`config.mk`:
```
export PLATFORM = sky130hd
export DESIGN_NAME = random_byte_prefetch_queue_unit
export DESIGN_NICKNAME = d
export VERILOG_FILES = /design/src/hdl/rbpq_pkg.sv /design/src/hdl/random_byte_prefetch_queue_unit.sv /design/src/hdl/rbpq_store.sv
export SDC_FILE = /design/constraint.sdc
export NUM_CORES = 1
export LEC_CHECK = 0
export BUFFER_PORTS_ARGS = -buffer_cell sky130_fd_sc_hd__buf_2
export CORE_MARGIN = 2
export CORE_UTILIZATION = 60
export CTS_CLUSTER_DIAMETER = 200
export DETAILED_ROUTE_END_ITERATION = 7
export PLACE_DENSITY = 0.88
export SYNTH_ARGS = -nofsm -noshare
export SYNTH_HDL_FRONTEND = slang
export SYNTH_HIERARCHICAL = 1
export SYNTH_SLANG_ARGS = --single-unit
```
`constraint.sdc`:
```
create_clock -name clk -period 9.3 [get_ports clk]
set_input_delay 0.465 -clock clk [delete_from_list [all_inputs] [get_ports clk]]
set_output_delay 0.465 -clock clk [all_outputs]
set_load 0.05 [all_outputs]
```
`src/hdl/rbpq_pkg.sv`:
```
// ----------------------------------------------------------------------------
// rbpq_pkg
// Shared types, codes and helpers for the random byte prefetch queue.
// ----------------------------------------------------------------------------
package rbpq_pkg;

  localparam int QUEUE_BYTES_DEF = 16;
  localparam int ROW_BYTES       = 8;

  // transaction function codes
  localparam logic FUNC_PUSH = 1'b0;
  localparam logic FUNC_READ = 1'b1;

  // read size codes (log2 of bytes)
  localparam logic [1:0] SIZE_1 = 2'd0;
  localparam logic [1:0] SIZE_2 = 2'd1;
  localparam logic [1:0] SIZE_4 = 2'd2;
  localparam logic [1:0] SIZE_8 = 2'd3;

  // byte write request towards the row store
  typedef struct packed {
    logic       en;
    logic [2:0] byte_sel;
    logic [7:0] data;
  } wr_req_t;

  // mask of the low bytes that a read of the given size returns
  function automatic logic [63:0] byte_mask(input logic [1:0] lg);
    logic [63:0] m;
    unique case (lg)
      SIZE_1:  m = 64'h0000_0000_0000_00ff;
      SIZE_2:  m = 64'h0000_0000_0000_ffff;
      SIZE_4:  m = 64'h0000_0000_ffff_ffff;
      SIZE_8:  m = 64'hffff_ffff_ffff_ffff;
      default: m = 64'h0;
    endcase
    return m;
  endfunction

  // size minus one, which is also the alignment mask (~1, ~3, ~7 inverted)
  function automatic logic [2:0] size_m1(input logic [1:0] lg);
    logic [2:0] s;
    unique case (lg)
      SIZE_1:  s = 3'd0;
      SIZE_2:  s = 3'd1;
      SIZE_4:  s = 3'd3;
      SIZE_8:  s = 3'd7;
      default: s = 3'd0;
    endcase
    return s;
  endfunction

endpackage

```
`src/hdl/random_byte_prefetch_queue_unit.sv`:
```
// ----------------------------------------------------------------------------
// random_byte_prefetch_queue_unit
// Ring of random bytes kept ahead of a reader, with aligned 1/2/4/8-byte reads.
// ----------------------------------------------------------------------------
// One transaction is taken every clock cycle; busy stays low. Each result is
// strobed on out_strobe in the cycle after its transaction is accepted, a
// delay set by the registered read of the row memory that holds the ring.
// The receiver cannot stall, so a result must be captured in the cycle it
// is shown. The ring reads as zero after reset without any clearing pass.
// ----------------------------------------------------------------------------
module random_byte_prefetch_queue_unit
  import rbpq_pkg::*;
#(
  parameter int QUEUE_BYTES = QUEUE_BYTES_DEF
) (
  input  logic        clk,
  input  logic        rst_n,
  input  logic        start,
  output logic        busy,
  input  logic        in_func,
  input  logic [7:0]  in_random_byte,
  input  logic [1:0]  in_read_size_log2,
  output logic        out_strobe,
  output logic [63:0] out_read_value,
  output logic        out_generator_run,
  output logic        out_push_dropped
);

  localparam int ROWS   = QUEUE_BYTES / ROW_BYTES;
  localparam int ROW_AW = (ROWS > 1) ? $clog2(ROWS) : 1;
  localparam int POS_W  = $clog2(QUEUE_BYTES);
  localparam int DW     = POS_W + 2;
  localparam logic signed [DW-1:0] D_MAX = DW'(QUEUE_BYTES);
  localparam logic signed [DW-1:0] D_MIN = -D_MAX;

  logic                 accept;
  logic [POS_W-1:0]     read_pos_r, read_pos_nxt;
  logic signed [DW-1:0] deficit_r, deficit_nxt;
  logic                 run_r, run_nxt;

  logic                 out_strobe_r;
  logic                 out_rd_r;
  logic [2:0]           out_off_r;
  logic [1:0]           out_lg_r;
  logic                 out_drop_r;
  logic                 drop_nxt;

  logic [POS_W-1:0]     pad;
  logic [POS_W-1:0]     aligned_pos;
  logic [POS_W-1:0]     slot;
  logic [POS_W-1:0]     rd_row_full, wr_row_full;
  logic [3:0]           passed;
  logic signed [DW:0]   dsum;
  logic signed [DW-1:0] ddec;
  wr_req_t              wr_req;
  logic                 rd_en;
  logic [63:0]          rd_data;

  assign busy   = 1'b0;
  assign accept = start && !busy;

  // read alignment: padding up to the next multiple of the size
  assign pad         = (~read_pos_r + POS_W'(1)) & POS_W'(size_m1(in_read_size_log2));
  assign aligned_pos = read_pos_r + pad;
  assign passed      = {1'b0, pad[2:0]} + {1'b0, size_m1(in_read_size_log2)} + 4'd1;
  assign dsum        = {deficit_r[DW-1], deficit_r} + $signed((DW + 1)'(passed));
  assign ddec        = deficit_r - DW'(1);

  // oldest consumed slot lies deficit places behind the reader, mod ring size
  assign slot        = read_pos_r - deficit_r[POS_W-1:0];
  assign wr_row_full = slot >> 3;
  assign rd_row_full = aligned_pos >> 3;

  always_comb begin
    read_pos_nxt = read_pos_r;
    deficit_nxt  = deficit_r;
    run_nxt      = run_r;
    drop_nxt     = 1'b0;
    wr_req       = '{en: 1'b0, byte_sel: slot[2:0], data: in_random_byte};
    rd_en        = 1'b0;
    if (accept) begin
      if (in_func == FUNC_READ) begin
        rd_en        = 1'b1;
        read_pos_nxt = aligned_pos + POS_W'(4'd1 + {1'b0, size_m1(in_read_size_log2)});
        deficit_nxt  = (dsum > (DW + 1)'(D_MAX)) ? D_MAX : dsum[DW-1:0];
        run_nxt      = 1'b1;
      end else if (deficit_r == D_MIN) begin
        drop_nxt = 1'b1;
      end else begin
        wr_req.en   = 1'b1;
        deficit_nxt = ddec;
        if (ddec <= 0) begin
          run_nxt = 1'b0;
        end
      end
    end
  end

  always_ff @(posedge clk) begin
    if (!rst_n) begin
      read_pos_r   <= '0;
      deficit_r    <= D_MAX;
      run_r        <= 1'b1;
      out_strobe_r <= 1'b0;
    end else begin
      read_pos_r   <= read_pos_nxt;
      deficit_r    <= deficit_nxt;
      run_r        <= run_nxt;
      out_strobe_r <= accept;
    end
  end

  // result payload
  always_ff @(posedge clk) begin
    if (accept) begin
      out_rd_r   <= (in_func == FUNC_READ);
      out_off_r  <= aligned_pos[2:0];
      out_lg_r   <= in_read_size_log2;
      out_drop_r <= drop_nxt;
    end
  end

  rbpq_store #(
    .QUEUE_BYTES(QUEUE_BYTES)
  ) u_store (
    .clk    (clk),
    .rst_n  (rst_n),
    .wr_req (wr_req),
    .wr_row (wr_row_full[ROW_AW-1:0]),
    .rd_en  (rd_en),
    .rd_row (rd_row_full[ROW_AW-1:0]),
    .rd_data(rd_data)
  );

  assign out_strobe        = out_strobe_r;
  assign out_read_value    = out_rd_r ?
                             ((rd_data >> {out_off_r, 3'b000}) & byte_mask(out_lg_r)) : 64'h0;
  assign out_generator_run = run_r;
  assign out_push_dropped  = out_drop_r;

  a_strobe_follows: assert property (@(posedge clk) disable iff (!rst_n)
    accept |=> out_strobe)
    else $error("result strobe missing after accepted transaction");

  a_no_spurious: assert property (@(posedge clk) disable iff (!rst_n)
    !accept |=> !out_strobe)
    else $error("result strobe without a transaction");

  a_push_zero: assert property (@(posedge clk) disable iff (!rst_n)
    (out_strobe && !out_rd_r) |-> (out_read_value == 64'h0))
    else $error("push transaction returned a read value");

  a_deficit_range: assert property (@(posedge clk) disable iff (!rst_n)
    (deficit_r <= D_MAX) && (deficit_r >= D_MIN))
    else $error("refill deficit out of range");

  a_drop_only_push: assert property (@(posedge clk) disable iff (!rst_n)
    (out_strobe && out_rd_r) |-> !out_push_dropped)
    else $error("read transaction flagged as dropped");

endmodule

```
`src/hdl/rbpq_store.sv`:
```
// ----------------------------------------------------------------------------
// rbpq_store
// Byte ring held as 8-byte rows in a synchronous memory with byte writes.
// Per-row valid bits make rows read as zero until first written.
// ----------------------------------------------------------------------------
module rbpq_store
  import rbpq_pkg::*;
#(
  parameter int QUEUE_BYTES = QUEUE_BYTES_DEF,
  localparam int ROWS   = QUEUE_BYTES / ROW_BYTES,
  localparam int ROW_AW = (ROWS > 1) ? $clog2(ROWS) : 1
) (
  input  logic              clk,
  input  logic              rst_n,
  input  wr_req_t           wr_req,
  input  logic [ROW_AW-1:0] wr_row,
  input  logic              rd_en,
  input  logic [ROW_AW-1:0] rd_row,
  output logic [63:0]       rd_data
);

  logic [63:0]     mem [ROWS];
  logic [ROWS-1:0] valid_r;
  logic [63:0]     rd_data_r;
  logic            rd_vld_r;

  always_ff @(posedge clk) begin
    if (wr_req.en) begin
      if (valid_r[wr_row]) begin
        mem[wr_row][{wr_req.byte_sel, 3'b000} +: 8] <= wr_req.data;
      end else begin
        // first write to a row: the other bytes take their reset value
        mem[wr_row] <= {56'h0, wr_req.data} << {wr_req.byte_sel, 3'b000};
      end
    end
    if (rd_en) begin
      rd_data_r <= mem[rd_row];
    end
  end

  always_ff @(posedge clk) begin
    if (!rst_n) begin
      valid_r  <= '0;
      rd_vld_r <= 1'b0;
    end else begin
      if (wr_req.en) begin
        valid_r[wr_row] <= 1'b1;
      end
      if (rd_en) begin
        rd_vld_r <= valid_r[rd_row];
      end
    end
  end

  assign rd_data = rd_vld_r ? rd_data_r : 64'h0;

endmodule
```
Word-level counts from Yosys, hierarchy flattened
Memories as Yosys holds them, arrays and structs flattened. A register that Yosys moved wholly into a read port is not among the register bits.
Cells that the tools add are included.
- flip-flop bits (word level): 22
- memories kept: 1
- input bits: 14
- bits in writable memories: 128
- word-level logic and storage cells: 207
- muxes and demuxes: 94
- shift-type cells: 4
- reduce and logical (&&, ||, !) cells: 7
- bitwise gates (word level): 68
- add/subtract/negate cells: 10
- eq/ne operators: 8
- magnitude comparators: 5
- memory list (memory ; words ; bits a word ; rd ports ; clocked after Yosys merged registers in ; write ports ; line ; source):
    u_store.mem ; 2 ; 64 ; 1 ; 1 ; 1 ; rbpq_store.sv:22 ; logic [63:0] mem [ROWS];
- operators with widths (cell ; number):
    one-hot mux 64 bit (4 select lines) ; 1
    2-to-1 mux 64 bit ; 3
    2-to-1 mux 1 bit ; 83
    bitwise AND 64 bit ; 1
    bitwise OR 1 bit ; 64
    variable shift 8 x 8 -> 64 bit, first input constant ; 1
    indexed part select 8 x 8 -> 64 bit ; 1
    << shifter 8 x 6 -> 64 bit ; 1
    right shift 64 x 6 -> 64 bit ; 1
    2-to-1 mux 6 bit ; 3
    one-hot mux 3 bit (4 select lines) ; 1
    adder 4 x 1 -> 4 bit, second input constant ; 2
    adder 4 bit ; 2
    equality test 2 bit, second input constant ; 4
    negation 6 -> 8 bit ; 1
    adder 6 x 5 -> 7 bit ; 1
    > comparator 7 x 6 -> 1 bit, second input constant ; 1
    equality test 6 x 5 -> 1 bit, second input constant ; 1
    <= comparator 6 x 1 -> 1 bit, second input constant ; 1
    2-to-1 mux 3 bit ; 2
    subtractor 6 x 2 -> 6 bit, second input constant ; 1
    adder 1 x 3 -> 4 bit, first input constant ; 1
    adder 3 x 3 -> 4 bit ; 1
    bitwise AND 4 x 3 -> 4 bit ; 1
    other kinds (13) ; 17

Depth between registers and ports, before layout
- depth after elaboration: 9
- depth in mapped cells: 14
- gate-level depth less buffers: 13

Cells and area by module
The synthesis kept the hierarchy.
- modules (own cells, without submodules) (module ; area an instance (um2) ; instances ; cells an instance ; seq. area each (um2)):
    rbpq_store ; 7967.6 ; 1 ; 496 ; 5825.6
    random_byte_prefetch_queue_unit ; 3438.3 ; 1 ; 421 ; 450.4

Worst setup path before layout
Ideal clock, no wire load.
- path type: register to register
- from: reg read_pos_r[0]
- to: mem u_store.mem[1][10], enable pin
- arrival time: 2.925 ns
- path slack: 6.002 ns
- cell stages (with the launch flop): 11
- path buffers: 1
- data required time: 8.927 ns
- setup time: 0.373 ns
- cell sequence: dfxtp_1 inv_1 ha_1 fa_1 xnor2_1 inv_1 ha_1 clkbuf_1 inv_1 o32a_1 nor2b_1
- elaborated cells on any way between the ends: 12
- those cells by class: add/sub (2); shift (1); mux (8); bitwise (1)
- RTL lines (item ; line ; source):
    start, declared ; random_byte_prefetch_queue_unit.sv:37 ; logic [POS_W-1:0] read_pos_r, read_pos_nxt;
    start signal, assigned ; random_byte_prefetch_queue_unit.sv:106 ; read_pos_r <= read_pos_nxt;
    subtractor 4 bit ; random_byte_prefetch_queue_unit.sv:70 ; assign slot = read_pos_r - deficit_r[POS_W-1:0];
    named net slot[2] ; random_byte_prefetch_queue_unit.sv:50 ; logic [POS_W-1:0] slot;
    negation 6 -> 8 bit ; rbpq_store.sv:30 ; mem[wr_row][{wr_req.byte_sel, 3'b000} +: 8] <= wr_req.data;
    variable shift 8 x 8 -> 64 bit ; rbpq_store.sv:30 ;
    2-to-1 mux 64 bit (implied by the code) ; rbpq_store.sv:30 ;
    bitwise OR 1 bit (no source line) ; - ;
    end, declared ; rbpq_store.sv:22 ;
The timed path passes the listed nets, and every way through them passes these cells. The select of a mux whose other input is x is not followed.

Worst setup path in the final report
- from: reg deficit_r[1]
- to: mem u_store.mem[0][31], enable pin
- word-level cells in the longest chain between the ends: 7
- elaborated cells on any way between the ends: 16
- those cells by class: add/sub (2); eq/ne (1); shift (1); mux (11); bitwise (1)
- RTL lines (item ; line ; source):
    start, declared ; random_byte_prefetch_queue_unit.sv:38 ; logic signed [DW-1:0] deficit_r, deficit_nxt;
    start signal, assigned ; random_byte_prefetch_queue_unit.sv:107 ; deficit_r <= deficit_nxt;
    subtractor 4 bit (*) ; random_byte_prefetch_queue_unit.sv:70 ;
    named net slot[3] ; random_byte_prefetch_queue_unit.sv:50 ;
    2-to-1 mux 1 bit (implied by the code) (2 in a row) ; rbpq_store.sv:29 ; if (valid_r[wr_row]) begin
    2-to-1 mux 1 bit ; rbpq_store.sv:29 ;
    2-to-1 mux 1 bit ; rbpq_store.sv:28 ; if (wr_req.en) begin
    2-to-1 mux 64 bit (implied by the code) or 2-to-1 mux 1 bit (tied branches) ; rbpq_store.sv:30, rbpq_store.sv:33 ;
    bitwise OR 1 bit (no source line) ; - ;
The timed path passes the listed nets; every way through them passes the cells marked *. The select of a mux whose other input is x is not followed.

==> flow_summary.yaml <==
power_and_ir_drop:
  power.leakage_nw: 4.55
  vdd_drop_max_v: 0.000132
  p_per_area_nw_per_um2: 194
  total_power_w: 0.00243
global_route:
  antenna_found_initial: 0
  grt_pass1_wl_um: 40800
  grt_overflow: 0
  grt_max_degree: 76
  grt_pass1_vias: 7382
  track_usage: 0.265
synth:
  synth_cell_type_count: 67
  synth_ff_type: "edfxtp_1"
  synth_nets: 950
  synth_top_area_frac: 0.524
  synth.area.top_cells: "edfxtp_1 52%, mux2_2 6.6%, mux4_2 6.3%"
  ys_seq_area_frac: 0.550
  synth_cells: 917
  synth_edf_count: 199
  synthArstFlopShare: 0
  ys_top_cells_by_count: "199 x edfxtp_1, 81 x a21oi_1, 76 x and2_1"
  synth_most_common_cell: "edfxtp_1"
  yosys_register_bits: 214
  avgSynthCellArea_um2: 12.4
  yosysTopAreaCell: "edfxtp_1"
  yosys_warnings: 6
  syn_area_um2: 11400
placed_design:
  dpl_cell_area_um2: 11900
  hpwlAfterDp_um: 18800
  gp_congestion: 0.911
  portBuffers: 80
  pre_cts_ws_ns: 5.47
detailed_routing:
  route.detailed.drc: 0
  via_per_inst: 6.34
  wirelength_um: 26500
  dr_total_vias: 7704
  drt-initial-drc-count: 706
  ant_nets: 0
  wire_per_inst_um: 21.8
  first_pass_iters: 5
status:
  status: "finished, final reports clean"
critical_path:
  critPathMaxStageDelay_ns: 0.88
  critical_path.slowest_cell: "xnor2_1"
  cp_max_fo: 13
  start_kind: "register"
  cp_data_required_time_ns: 9.42
  crit_buf_inv: 1
  reg2regPathDepth: 8
  r2r_setup_slack_ns: 5.31
  path_delay_family: "XOR/XNOR gates"
  critPathKind: "reg2reg"
  crit_chain: "inv_1 -> ha_1 -> a21o_1 -> a21oi_1 -> xnor2_1 -> mux2i_1 -> a22oi_1 -> nor2_1"
  rr_startpoint: "deficit_r[1]$_SDFFE_PN0P_"
  r2r_end: "u_store/mem[0][31]$_DFFE_PP_"
  cp.arrival_ns: 4.11
  crit_cells: 8
  worstSetupEndpointType: "register"
floorplan:
  ios: 82
  dieHeight_um: 142
  die_w_um: 142
  die_area_um2: 20100
  start_util: 0.610
  placeableCoreArea_um2: 18700
  row_count: 50
clock_tree:
  htreeDepth: 1
  post_cts.repair.setup_buffers: 0
  clk_pin_slew_ns: 0.07
  ctsHoldBuffers: 0
  cts_buffers: 21
  cts.sinks: 214
  clock_latency_ns: 0.50
  cts_resized: 0
  cts_buffer_depth: 3
  clockRootBuffer: "clkbuf_16"
  tritoncts: "done"
sta:
  finalCritPeriodShare: 0.429
  layout_min_cycle_time_ns: 3.99
  rsz0062_at_grt: "false"
  tightestPinTransition_ns: 1.11
  setup_tns_ns: 0
  relSlewSlack: 0.253
  maxSlewViolCount: 0
  setup_violations: 0
  hold_viol_final: 0
  fin_ws_ns: 5.31
  fin_skew_ns: 0.0256
  fmax_mhz: 251
layout:
  nets: 1000
  fillers: 1249
  area.growth.synth_to_final_pct: 9.52
  diodes: 0
  drive_gt1_frac: 0.230
  final_util: 0.668
  stdcell_area_um2: 12500
worst_hold_path:
  hold_class: "in2reg"
  whs_endpoint: "deficit_r[2]$_SDFFE_PN0P_"
  holdCritStartpoint: "rst_n"
  min_path_cells: 3
run:
  drv_cap: 0
[how the worst max path moves through the flow]
stage                               start  slack (ns)                           end
2_1_floorplan  read_pos_r[0]$_SDFFE_PN0P_        6.00  u_store/mem[1][10]$_DFFE_PP_
3_5_place_dp   read_pos_r[0]$_SDFFE_PN0P_        5.47   u_store/mem[0][4]$_DFFE_PP_
6_report        deficit_r[1]$_SDFFE_PN0P_        5.31  u_store/mem[0][31]$_DFFE_PP_
4_1_cts         deficit_r[1]$_SDFFE_PN0P_        5.38  u_store/mem[0][25]$_DFFE_PP_
3_3_place_gp   read_pos_r[0]$_SDFFE_PN0P_        5.57   u_store/mem[0][6]$_DFFE_PP_
5_1_grt        read_pos_r[0]$_SDFFE_PN0P_        5.02   u_store/mem[1][6]$_DFFE_PP_
[report_power, final]
| part | internal (W) | switching, W |
|---|---|---|
| sequential | 0.00116 | 0.0000357 |
| combinational | 0.000157 | 0.000327 |
| clock | 0.000415 | 0.000328 |
[layout by cell type (no fill, tap or decap), drive strengths merged, types with 5 or more instances in the layout]
cell type / netlist / layout
or2: 10 / 10
clkinv: 0 / 9
a22oi: 17 / 17
inv: 22 / 22
dfxtp: 15 / 15
mux4: 32 / 32
nor2b: 23 / 23
edfxtp: 199 / 199
nor3: 5 / 5
nand3: 8 / 8
xnor2: 10 / 10
ha: 16 / 16
nand4: 6 / 6
o21a: 11 / 11
mux2i: 19 / 19
clkbuf: 34 / 26
buf: 24 / 85
and2: 76 / 76
nor2: 75 / 75
mux2: 75 / 75
nand2: 47 / 47
a21oi: 81 / 81
a21boi: 35 / 35
o21ai: 15 / 15
[sequential cells by signal, indices dropped and copies added, names as in the netlist]
register,flops
u_store/valid_r,2
u_store/rd_vld_r,1
out_lg_r,2
deficit_r,6
out_strobe,1
read_pos_r,4
out_off_r,3
out_push_dropped,1
u_store/mem,128
u_store/rd_data_r,64
out_generator_run,1
out_rd_r,1
[cell type report]
class / count / area (um^2) / share of cell area
inverter: 22 / 82.6 / 0.00661
sequential: 214 / 6280 / 0.503
multi-input combinational: 623 / 4800 / 0.384
clock inverter: 11 / 55.1 / 0.00441
tap: 234 / 293 / 0.0234
timing repair buffer: 85 / 438 / 0.0351
clock buffer: 26 / 544 / 0.0436
[stage by stage]
| step | hold slack (ns) | instances |
|---|---|---|
| 2_1_floorplan | 0.479 | 917 |
| 3_3_place_gp | 0.506 | 1178 |
| 3_5_place_dp | 0.525 | 1178 |
| 4_1_cts | 0.333 | 1215 |
| 5_1_grt | 0.353 | 1215 |
| 6_report | 0.348 | 1215 |
[cell families after synthesis]
group                      Yosys count  share of synthesized area
and+or+nand+nor                    270                      0.123
buffers and inverters               80                     0.0304
other                                1                   0.000329
muxes                              126                      0.154
adders and majority gates           19                     0.0228
AOI/OAI and AO/OA                  193                      0.109
xor gates and xnor gates            14                     0.0107
DFF                                214                      0.550
[per-layer routing]
metal,routed length (um),global-route usage,vias up
li1,-,-,3517
met1,10200,0.344,3653
met2,12700,0.444,444
met3,2160,0.0371,90
met4,1380,0.131,0
met5,0,0,-
[worst register-to-register path: cells and delay by family, from the launching register on]
kind / cells / cell delay (ns)
buffers and inverters: 1 / 0.14
muxes: 1 / 0.68
AOI/OAI and AO/OA: 3 / 0.42
and+or+nand+nor: 1 / 0.67
adders and majority gates: 1 / 0.30
xor gates and xnor gates: 1 / 0.88
DFF: 1 / 0.50
No activity file was read; power rests on OpenSTA's default activity.
